[config.mk]
export PLATFORM = sky130hd
export DESIGN_NAME = sample_counter_continuity_monitor
export DESIGN_NICKNAME = d
export VERILOG_FILES = /design/src/hw/rtl/scm_pkg.sv /design/src/hw/rtl/scm_front.sv /design/src/hw/rtl/scm_queue.sv /design/src/hw/rtl/scm_back.sv /design/src/hw/rtl/sample_counter_continuity_monitor.sv
export SDC_FILE = /design/constraint.sdc
export NUM_CORES = 2
export LEC_CHECK = 0
export BUFFER_PORTS_ARGS = -buffer_cell sky130_fd_sc_hd__buf_2
export CAP_MARGIN = 5
export CORE_MARGIN = 3
export CORE_UTILIZATION = 35
export CTS_CLUSTER_SIZE = 30
export DETAILED_ROUTE_END_ITERATION = 12
export GPL_TIMING_DRIVEN = 0
export PLACE_DENSITY = 0.59
export SETUP_SLACK_MARGIN = 0.5
export SYNTH_ARGS = -nofsm -noshare
export SYNTH_HDL_FRONTEND = slang
export SYNTH_SLANG_ARGS = --single-unit
[constraint.sdc]
create_clock -name clk -period 9.4 [get_ports clk]
set_input_delay 0 -clock clk [delete_from_list [all_inputs] [get_ports clk]]
set_output_delay 0 -clock clk [all_outputs]
set_load 0.05 [all_outputs]
[src/hw/rtl/scm_pkg.sv]
// Shared types and constants for the sample counter continuity monitor.
package scm_pkg;

  localparam int CNT_W       = 32;
  localparam int SKIP_W      = 48;
  localparam int THR_W       = 19;
  localparam int T_W         = 24;
  localparam int RATE_W      = 16;
  localparam int LIM_W       = 42;
  localparam int CFG_IDX_W   = 1;
  localparam int QUEUE_DEPTH = 2;

  localparam logic [RATE_W-1:0] RATE_RESET = 16'd975;
  localparam logic [THR_W-1:0]  THR_MIN    = 19'd10;
  localparam logic [CNT_W-1:0]  RUN_ERR    = 32'd50;
  localparam logic [CNT_W-1:0]  RUN_WARN   = 32'd10;
  localparam logic [17:0]       REP_ERR_BASE   = 18'd100;
  localparam logic [17:0]       REP_WARN_BASE  = 18'd60;
  localparam logic [17:0]       SKIP_ERR_BASE  = 18'd50;
  localparam logic [17:0]       SKIP_WARN_BASE = 18'd30;

  localparam logic [CFG_IDX_W-1:0] CFG_SENSOR_RATE = 1'b0;
  localparam logic [CFG_IDX_W-1:0] CFG_READ_RATE   = 1'b1;

  typedef enum logic {
    OP_OBSERVE = 1'b0,
    OP_REPORT  = 1'b1
  } scm_op_t;

  typedef enum logic [1:0] {
    LEVEL_OK    = 2'd0,
    LEVEL_WARN  = 2'd1,
    LEVEL_ERROR = 2'd2
  } scm_level_t;

  typedef struct packed {
    scm_op_t          op;
    logic [CNT_W-1:0] counter;
    logic [T_W-1:0]   t;
  } scm_item_t;

  typedef struct packed {
    logic full;
    logic empty;
  } scm_qstat_t;

endpackage

[src/hw/rtl/scm_front.sv]
// Front end: takes input items, classifies them and clamps the window length.
module scm_front (
  input  logic                     clk,
  input  logic                     rst,
  input  logic                     in_valid,
  output logic                     in_stall,
  input  logic                     operation,
  input  logic [scm_pkg::CNT_W-1:0] counter_value,
  input  logic [scm_pkg::T_W-1:0]  elapsed_ms,
  input  scm_pkg::scm_qstat_t      qstat,
  output logic                     push,
  output scm_pkg::scm_item_t       item
);
  import scm_pkg::*;

  logic      hold_valid;
  scm_item_t hold;
  logic      accept;

  assign in_stall = hold_valid && qstat.full;
  assign accept   = in_valid && !in_stall;
  assign push     = hold_valid && !qstat.full;
  assign item     = hold;

  always_ff @(posedge clk) begin
    if (rst) begin
      hold_valid <= 1'b0;
    end else if (accept) begin
      hold_valid <= 1'b1;
    end else if (push) begin
      hold_valid <= 1'b0;
    end
  end

  always_ff @(posedge clk) begin
    if (accept) begin
      hold.op      <= operation ? OP_REPORT : OP_OBSERVE;
      hold.counter <= counter_value;
      hold.t       <= (elapsed_ms == '0) ? T_W'(1) : elapsed_ms;
    end
  end

endmodule

[src/hw/rtl/scm_queue.sv]
// Short item queue between front end and back end.
module scm_queue #(
  parameter int DEPTH = scm_pkg::QUEUE_DEPTH
) (
  input  logic                clk,
  input  logic                rst,
  input  logic                push,
  input  scm_pkg::scm_item_t  item,
  input  logic                pop,
  output scm_pkg::scm_item_t  head,
  output scm_pkg::scm_qstat_t qstat
);
  import scm_pkg::*;

  localparam int PTR_W = $clog2(DEPTH);
  localparam int CNT_W_Q = $clog2(DEPTH + 1);

  scm_item_t          mem [DEPTH];
  logic [PTR_W-1:0]   wr_ptr;
  logic [PTR_W-1:0]   rd_ptr;
  logic [CNT_W_Q-1:0] count;

  function automatic logic [PTR_W-1:0] wrap_inc(input logic [PTR_W-1:0] p);
    return (p == PTR_W'(DEPTH - 1)) ? '0 : p + PTR_W'(1);
  endfunction

  assign head        = mem[rd_ptr];
  assign qstat.full  = (count == CNT_W_Q'(DEPTH));
  assign qstat.empty = (count == '0);

  always_ff @(posedge clk) begin
    if (push) begin
      mem[wr_ptr] <= item;
    end
  end

  always_ff @(posedge clk) begin
    if (rst) begin
      wr_ptr <= '0;
      rd_ptr <= '0;
      count  <= '0;
    end else begin
      if (push) begin
        wr_ptr <= wrap_inc(wr_ptr);
      end
      if (pop) begin
        rd_ptr <= wrap_inc(rd_ptr);
      end
      if (push && !pop) begin
        count <= count + CNT_W_Q'(1);
      end else if (pop && !push) begin
        count <= count - CNT_W_Q'(1);
      end
    end
  end

endmodule

[src/hw/rtl/scm_back.sv]
// Back end: window statistics, threshold divider, limit multiplier, verdict.
module scm_back (
  input  logic                          clk,
  input  logic                          rst,
  input  logic                          cfg_write,
  input  logic [scm_pkg::CFG_IDX_W-1:0] cfg_index,
  input  logic [scm_pkg::RATE_W-1:0]    cfg_data,
  input  scm_pkg::scm_qstat_t           qstat,
  input  scm_pkg::scm_item_t            head,
  output logic                          pop,
  output logic                          out_valid,
  input  logic                          out_stall,
  output logic [1:0]                    level,
  output logic [scm_pkg::CNT_W-1:0]     stale_reads,
  output logic [scm_pkg::SKIP_W-1:0]    lost_samples,
  output logic [scm_pkg::CNT_W-1:0]     jump_hits,
  output logic [scm_pkg::CNT_W-1:0]     max_step,
  output logic [scm_pkg::CNT_W-1:0]     repeat_run,
  output logic [scm_pkg::CNT_W-1:0]     longest_repeat_run,
  output logic [scm_pkg::THR_W-1:0]     jump_threshold
);
  import scm_pkg::*;

  typedef enum logic [3:0] {
    ST_IDLE = 4'b0001,
    ST_DIV  = 4'b0010,
    ST_MUL  = 4'b0100,
    ST_EVAL = 4'b1000
  } scm_state_t;

  localparam logic [4:0] DIV_LAST = 5'(THR_W - 1);

  scm_state_t state;

  logic [RATE_W-1:0] sensor_rate;
  logic [RATE_W-1:0] read_rate;

  logic              have_last;
  logic [CNT_W-1:0]  last_counter;
  logic [CNT_W-1:0]  repeat_count;
  logic [CNT_W-1:0]  run_length;
  logic [CNT_W-1:0]  longest_run;
  logic [CNT_W-1:0]  largest_step;
  logic [CNT_W-1:0]  jump_count;
  logic [SKIP_W-1:0] skip_total;

  logic [T_W-1:0]    t_reg;
  logic [RATE_W-1:0] rd_eff;
  logic [RATE_W-1:0] e_rep;
  logic [RATE_W-1:0] e_skip;
  logic [THR_W-1:0]  div_num;
  logic [RATE_W-1:0] div_rem;
  logic [THR_W-1:0]  div_quo;
  logic [4:0]        div_cnt;
  logic [1:0]        mul_idx;
  logic [LIM_W-1:0]  lim [4];
  logic [LIM_W-1:0]  rep_scaled;
  logic [SKIP_W+9:0] skip_scaled;

  logic              observe_go;
  logic              report_go;
  logic              emit;
  logic [CNT_W-1:0]  step;
  logic [CNT_W-1:0]  run_inc;
  logic [SKIP_W:0]   skip_sum;
  logic [RATE_W-1:0] rd_now;
  logic [RATE_W:0]   div_trial;
  logic              div_bit;
  logic [17:0]       mul_op;
  logic [THR_W-1:0]  thr;
  logic [THR_W+2:0]  thr5;
  logic [CNT_W-1:0]  longest;
  logic              err;
  logic              warn;
  scm_level_t        level_next;

  function automatic logic [CNT_W-1:0] inc_sat(input logic [CNT_W-1:0] v);
    return (v == '1) ? v : v + CNT_W'(1);
  endfunction

  assign observe_go = state == ST_IDLE && !qstat.empty && head.op == OP_OBSERVE;
  assign report_go  = state == ST_IDLE && !qstat.empty && head.op == OP_REPORT;
  assign pop        = state == ST_IDLE && !qstat.empty;
  assign emit       = state == ST_EVAL && (!out_valid || !out_stall);

  assign step     = head.counter - last_counter;
  assign run_inc  = inc_sat(run_length);
  assign skip_sum = {1'b0, skip_total} + (SKIP_W + 1)'(step - CNT_W'(1));
  assign rd_now   = (read_rate == '0) ? RATE_W'(1) : read_rate;

  assign div_trial = {div_rem, div_num[THR_W-1]};
  assign div_bit   = div_trial >= {1'b0, rd_eff};

  always_comb begin
    case (mul_idx)
      2'd0:    mul_op = {1'b0, e_rep, 1'b0} + REP_ERR_BASE;
      2'd1:    mul_op = {1'b0, e_rep, 1'b0} + REP_WARN_BASE;
      2'd2:    mul_op = {1'b0, e_skip, 1'b0} + SKIP_ERR_BASE;
      default: mul_op = {1'b0, e_skip, 1'b0} + SKIP_WARN_BASE;
    endcase
  end

  assign thr     = (div_quo < THR_MIN) ? THR_MIN : div_quo;
  assign thr5    = {thr, 2'b00} + {3'b000, thr};
  assign longest = (run_length > longest_run) ? run_length : longest_run;

  assign err = longest >= RUN_ERR || rep_scaled > lim[0] ||
               skip_scaled > {16'b0, lim[2]} ||
               largest_step > {10'b0, thr5};
  assign warn = longest >= RUN_WARN || rep_scaled > lim[1] ||
                skip_scaled > {16'b0, lim[3]} ||
                largest_step > {13'b0, thr};
  assign level_next = err ? LEVEL_ERROR : (warn ? LEVEL_WARN : LEVEL_OK);

  always_ff @(posedge clk) begin
    if (rst) begin
      sensor_rate <= RATE_RESET;
      read_rate   <= RATE_RESET;
    end else if (cfg_write) begin
      unique case (cfg_index)
        CFG_SENSOR_RATE: sensor_rate <= cfg_data;
        CFG_READ_RATE:   read_rate   <= cfg_data;
        default: ;
      endcase
    end
  end

  always_ff @(posedge clk) begin
    if (rst) begin
      state   <= ST_IDLE;
      div_cnt <= '0;
      mul_idx <= '0;
    end else begin
      unique case (state)
        ST_IDLE: begin
          div_cnt <= '0;
          mul_idx <= '0;
          if (report_go) begin
            state <= ST_DIV;
          end
        end
        ST_DIV: begin
          div_cnt <= div_cnt + 5'd1;
          if (div_cnt == DIV_LAST) begin
            state <= ST_MUL;
          end
        end
        ST_MUL: begin
          mul_idx <= mul_idx + 2'd1;
          if (mul_idx == 2'd3) begin
            state <= ST_EVAL;
          end
        end
        ST_EVAL: begin
          if (emit) begin
            state <= ST_IDLE;
          end
        end
        default: state <= ST_IDLE;
      endcase
    end
  end

  always_ff @(posedge clk) begin
    if (report_go) begin
      t_reg       <= head.t;
      rd_eff      <= rd_now;
      e_rep       <= (rd_now > sensor_rate) ? rd_now - sensor_rate : '0;
      e_skip      <= (sensor_rate > rd_now) ? sensor_rate - rd_now : '0;
      div_num     <= {1'b0, sensor_rate, 2'b00} + {3'b000, sensor_rate}
                     + {3'b000, rd_now} - THR_W'(1);
      div_rem     <= '0;
      div_quo     <= '0;
      rep_scaled  <= {repeat_count, 10'b0} - {6'b0, repeat_count, 4'b0}
                     - {7'b0, repeat_count, 3'b0};
      skip_scaled <= {skip_total, 10'b0} - {6'b0, skip_total, 4'b0}
                     - {7'b0, skip_total, 3'b0};
    end
    if (state == ST_DIV) begin
      div_num <= {div_num[THR_W-2:0], 1'b0};
      div_rem <= div_bit ? RATE_W'(div_trial - {1'b0, rd_eff}) : div_trial[RATE_W-1:0];
      div_quo <= {div_quo[THR_W-2:0], div_bit};
    end
    if (state == ST_MUL) begin
      lim[mul_idx] <= LIM_W'(mul_op) * LIM_W'(t_reg);
    end
  end

  always_ff @(posedge clk) begin
    if (rst) begin
      have_last    <= 1'b0;
      last_counter <= '0;
      repeat_count <= '0;
      run_length   <= '0;
      longest_run  <= '0;
      largest_step <= '0;
      jump_count   <= '0;
      skip_total   <= '0;
    end else if (observe_go) begin
      have_last    <= 1'b1;
      last_counter <= head.counter;
      if (have_last) begin
        if (step == '0) begin
          repeat_count <= inc_sat(repeat_count);
          run_length   <= run_inc;
          if (run_inc > longest_run) begin
            longest_run <= run_inc;
          end
        end else begin
          run_length <= '0;
          if (step > largest_step) begin
            largest_step <= step;
          end
          if (step > CNT_W'(1)) begin
            jump_count <= inc_sat(jump_count);
            skip_total <= skip_sum[SKIP_W] ? '1 : skip_sum[SKIP_W-1:0];
          end
        end
      end
    end else if (emit) begin
      repeat_count <= '0;
      skip_total   <= '0;
      jump_count   <= '0;
      largest_step <= '0;
      longest_run  <= run_length;
    end
  end

  always_ff @(posedge clk) begin
    if (rst) begin
      out_valid <= 1'b0;
    end else if (emit) begin
      out_valid <= 1'b1;
    end else if (!out_stall) begin
      out_valid <= 1'b0;
    end
  end

  always_ff @(posedge clk) begin
    if (emit) begin
      level              <= level_next;
      stale_reads        <= repeat_count;
      lost_samples       <= skip_total;
      jump_hits          <= jump_count;
      max_step           <= largest_step;
      repeat_run         <= run_length;
      longest_repeat_run <= longest;
      jump_threshold     <= thr;
    end
  end

endmodule

[src/hw/rtl/sample_counter_continuity_monitor.sv]
// Top level of the sample counter continuity monitor.
//
//   channel  direction  handshake              payload
//   in       input      in_valid / in_stall    operation, counter_value, elapsed_ms
//   out      output     out_valid / out_stall  level and window statistics
//   cfg      input      cfg_write              cfg_index, cfg_data
//
// An observe item is handled in the idle state alone; a report passes setup,
// the one-bit-per-cycle threshold divider, the shared limit multiplier and the
// verdict. A front register and a two-entry queue sit ahead of the back end.
// Synchronous reset clears all control and statistics state.
// out_stall holds the result register; observes proceed, reports wait at the verdict.
module sample_counter_continuity_monitor #(
  parameter int QUEUE_DEPTH = scm_pkg::QUEUE_DEPTH
) (
  input  logic                          clk,
  input  logic                          rst,
  input  logic                          cfg_write,
  input  logic [scm_pkg::CFG_IDX_W-1:0] cfg_index,
  input  logic [scm_pkg::RATE_W-1:0]    cfg_data,
  input  logic                          in_valid,
  output logic                          in_stall,
  input  logic                          operation,
  input  logic [scm_pkg::CNT_W-1:0]     counter_value,
  input  logic [scm_pkg::T_W-1:0]       elapsed_ms,
  output logic                          out_valid,
  input  logic                          out_stall,
  output logic [1:0]                    level,
  output logic [scm_pkg::CNT_W-1:0]     stale_reads,
  output logic [scm_pkg::SKIP_W-1:0]    lost_samples,
  output logic [scm_pkg::CNT_W-1:0]     jump_hits,
  output logic [scm_pkg::CNT_W-1:0]     max_step,
  output logic [scm_pkg::CNT_W-1:0]     repeat_run,
  output logic [scm_pkg::CNT_W-1:0]     longest_repeat_run,
  output logic [scm_pkg::THR_W-1:0]     jump_threshold
);
  import scm_pkg::*;

  scm_qstat_t qstat;
  scm_item_t  push_item;
  scm_item_t  head;
  logic       push;
  logic       pop;

  scm_front u_front (
    .clk            (clk),
    .rst            (rst),
    .in_valid       (in_valid),
    .in_stall       (in_stall),
    .operation      (operation),
    .counter_value  (counter_value),
    .elapsed_ms     (elapsed_ms),
    .qstat          (qstat),
    .push           (push),
    .item           (push_item)
  );

  scm_queue #(
    .DEPTH (QUEUE_DEPTH)
  ) u_queue (
    .clk   (clk),
    .rst   (rst),
    .push  (push),
    .item  (push_item),
    .pop   (pop),
    .head  (head),
    .qstat (qstat)
  );

  scm_back u_back (
    .clk                (clk),
    .rst                (rst),
    .cfg_write          (cfg_write),
    .cfg_index          (cfg_index),
    .cfg_data           (cfg_data),
    .qstat              (qstat),
    .head               (head),
    .pop                (pop),
    .out_valid          (out_valid),
    .out_stall          (out_stall),
    .level              (level),
    .stale_reads        (stale_reads),
    .lost_samples       (lost_samples),
    .jump_hits          (jump_hits),
    .max_step           (max_step),
    .repeat_run         (repeat_run),
    .longest_repeat_run (longest_repeat_run),
    .jump_threshold     (jump_threshold)
  );

endmodule

==> results.md <==
Drt:
- After detailed routing, the number of remaining DRC violations is 0.
- The violation count after the first detailed-route iteration is 4341.
- Routed signal wires occupy layers up through met5.
- The routed length per instance is 21.1 um.
- The via count of the routed design is 59800.
- Detailed routing placed a total of 118 mm of wire on met2.
- The detailed-route wire length on metal 1 is 101 mm.
- The wire length after detailed routing is 240 mm.
- The number of detailed-route iterations in the first pass is 6.
- In this run the remaining antenna-violating nets after routing total 0.
- The met3 routed wirelength is 11.6 mm.
- The via count normalized by instance count is 5.26.

Die:
- The area of the placeable core is 218000 um2.
- The die span in x is 475 um.
- The I/O pin total is 310.
- The initial standard-cell utilization of the core is 35.3%.
- The die area is 226000 um2.
- The number of placement rows is 171.
- The chip height is 475 um.

Min path:
- The worst min-delay path category is primary input to flip-flop.

Synthesis:
- The top cell type's share of synthesized area is 30.5%.
- Counting flops with a built-in enable in the synthesized netlist gives 783.
- The Yosys step of the flow raised 0 warnings.
- The cell accounting for the most synthesized area is sky130_fd_sc_hd__edfxtp_1.
- The mean area per synthesized cell is 9.95 um2.
- The distinct cell type count after synthesis is 90.
- The cell area after technology mapping is 77100 um2.
- The part of the Yosys area used for sequential elements is 38.1%.
- Synthesis inferred 1075 register bits.
- In the post-synthesis netlist, the biggest area contributors are sky130_fd_sc_hd__edfxtp_1, sky130_fd_sc_hd__ha_1, sky130_fd_sc_hd__fa_1.
- The fraction of synthesis flops using an asynchronous set or reset pin is 0%.
- The most used flip-flop cell after synthesis is sky130_fd_sc_hd__edfxtp_1.
- Counting every instance in the synthesized netlist gives 7755.
- Counting every net in the synthesized netlist gives 9009.

Setup path:
- In this run the worst path has a maximum fanout of 10.
- The worst setup path is launched from a flip-flop.
- The category of the most critical setup path is flip-flop to flip-flop.
- The maximum single-stage delay on the critical path is 0.53 ns.
- The largest individual stage delay along the critical path comes from the cell sky130_fd_sc_hd__fa_1.
- The required time of the critical path is 9.93 ns.
- The most repeated library cell on the critical path is sky130_fd_sc_hd__fa_1.
- The data arrival time of the worst path is 9.18 ns.
- The critical path capture point type is a flip-flop.

Placement:
- The half-perimeter wire length after placement is 189 mm.
- The number of port buffers is 308.
- Including well taps, the total number of placed cells is 10900.
- The placer congestion estimate is 0.938.
- The placement-stage cell area is 82700 um2.

Finish:
- The final layout contains 9655 nets.
- Leaving out fill and tap cells, the most frequent cell in the layout is sky130_fd_sc_hd__inv_1.
- Of the cells placed in the final design, the portion with a size suffix greater than 1 is 10.8%.
- Counting flops per register, the top entry is u_back.lim.
- The library cells used most frequently in the layout, excluding fill and tap cells, are sky130_fd_sc_hd__inv_1, sky130_fd_sc_hd__edfxtp_1, sky130_fd_sc_hd__ha_1.
- The count of placed standard cells in the final layout, fillers left out is 11400.
- The register with the most flip-flops in the layout has 164 of them.
- From synthesis to final layout, the design area changed by 16.7%.
- After routing the design area is 90000 um2.

Clock tree:
- The TritonCTS clock tree is done.
- CTS built an H-tree with a depth of 3.
- The clock root buffer is sky130_fd_sc_hd__clkbuf_16.
- The number of sinks driven by the clock tree is 1075.
- The clock reaches the later pin of the worst-skew pair after 0.81 ns.
- In this run, CTS created clock tree buffers numbering 121.
- In this run the deepest clock path goes through 3 buffers.
- After clock tree synthesis, the clock-pin slew on the worst setup and hold paths is 0.06 ns.

Job:
- Max-cap violations in this run came to 0.

Timing:
- The worst-case clock skew is 0.0690 ns.
- The worst hold margin is 0.0577 ns.
- For the finished layout, the period the worst path requires is 8.65 ns.
- The setup-violating endpoint count in the final report is 0.
- The final hold violation count is 0.
- The number of pins with negative max-slew slack in the final report is 0.
- The upper clock frequency limit is 116 MHz.
- The total negative slack for setup checks is 0 ns.
- The worst pin sits at a relative slew slack of 13.2%.
- At the pin with the least slew margin, the transition time is 1.29 ns.
- Dividing the final minimum period by the clock period gives 92.0%.
- Setup repair after global routing left no endpoint under its margin.

Global routing:
- The maximum number of pins on one net before global-route repair is 119.
- The initial antenna violation count came to 11.
- The wire length of the first global-routing pass is 361 mm.
- The total overflow left after global routing is 0.
- The overall routing resource usage is 20.8%.
- The number of global-route vias before repair is 59700.

Outcome:
- The run finished with clean final reports.
==> critical path, delay by kind of cell, from the launching register on <==
| kind | cells | cell delay [ns] |
|---|---|---|
| flops | 1 | 0.37 |
| fa+ha+maj | 9 | 3.74 |
| simple gates | 3 | 0.43 |
| buf+inv | 10 | 1.04 |
| xor+xnor | 3 | 0.44 |
| compound gates | 12 | 2.32 |
==> through the flow <==
stage | setup WS, ns | utilization [%]
2_1_floorplan | 0.990 | -
3_3_place_gp | -2.67 | 37.7
3_5_place_dp | -1.89 | 37.9
4_1_cts | 0.503 | 40.9
5_1_grt | 0.457 | 41.2
6_report | 0.753 | 41.3
==> path summary, 6_finish.rpt <==
| check | start | endpoint | slack, ns | depth (start not counted) |
|---|---|---|---|---|
| worst min-delay path | elapsed_ms[20] | u_front.item[20] | 0.06 | 3 |
| worst max register to register | u_back.mul_idx[1] | u_back.lim[2][40] | 0.75 | 37 |
| worst max-delay path | u_back.mul_idx[1] | u_back.lim[2][40] | 0.75 | 37 |
| worst min register to register | u_front.item[12] | u_queue.mem[0][12] | 0.43 | 0 |
==> per-layer routing <==
layer | vias up | GRT usage [%]
met5 | - | 0
met4 | 4 | 7.99
met3 | 382 | 2.47
met2 | 1606 | 36.2
met1 | 29500 | 26.4
li1 | 28300 | -
==> timing repair <==
action,in CTS,in global routing
buffers inserted,26,25
gates resized for setup,145,159
setup endpoints to repair,160,112
hold endpoints to repair,132,0
pin swaps,24,76
gates cloned,0,2
hold buffers,136,0
==> cells by family after synthesis <==
family | count (synthesis) | share of synthesized area, %
AND/OR/NAND/NOR | 2135 | 13.7
flip-flops | 1075 | 38.1
XOR/XNOR | 352 | 4.00
multiplexers | 107 | 1.52
AO/OA/AOI/OAI | 1593 | 13.2
buffers and inverters | 1318 | 6.47
adder cells (fa/ha/maj) | 1175 | 23.1
==> Yosys cell counts, drive strengths merged, types with 9 or more instances <==
library cell and number:
mux2i 25, o21ai 288, o31ai 44, a21oi 548
o21bai 57, buf 47, xor2 143, mux2 82
a211oi 43, a31o 10, o311ai 10, a2111oi 13
and4 15, nand2b 53, and2 201, nor3b 15
nor2 357, ha 759, nor3 99, nand4 163
o2bb2ai 47, a211o 17, dfxtp 292, inv 965
a21o 248, nand3b 15, or4 31, nor4 52
nor2b 68, nand3 189, o211a 12, a221oi 15
nand2 697, or3 61, a31oi 33, a311oi 9
o211ai 47, edfxtp 783, and3 73, or2 27
o21a 69, xnor2 209, fa 416, clkbuf 305
==> cell type report <==
class	count	area, um2
inverter	966	3640
fill	21000	128000
buffer	352	1610
multi-input combinational	5362	43700
clock buffer	146	3200
clock inverter	82	1110
tap	2854	3570
antenna	4	10.0
timing repair buffer	523	3860
sequential	1075	29400
Power is not shown: default switching activity piles up to over one toggle a cycle in this logic, so the estimate is an artifact.
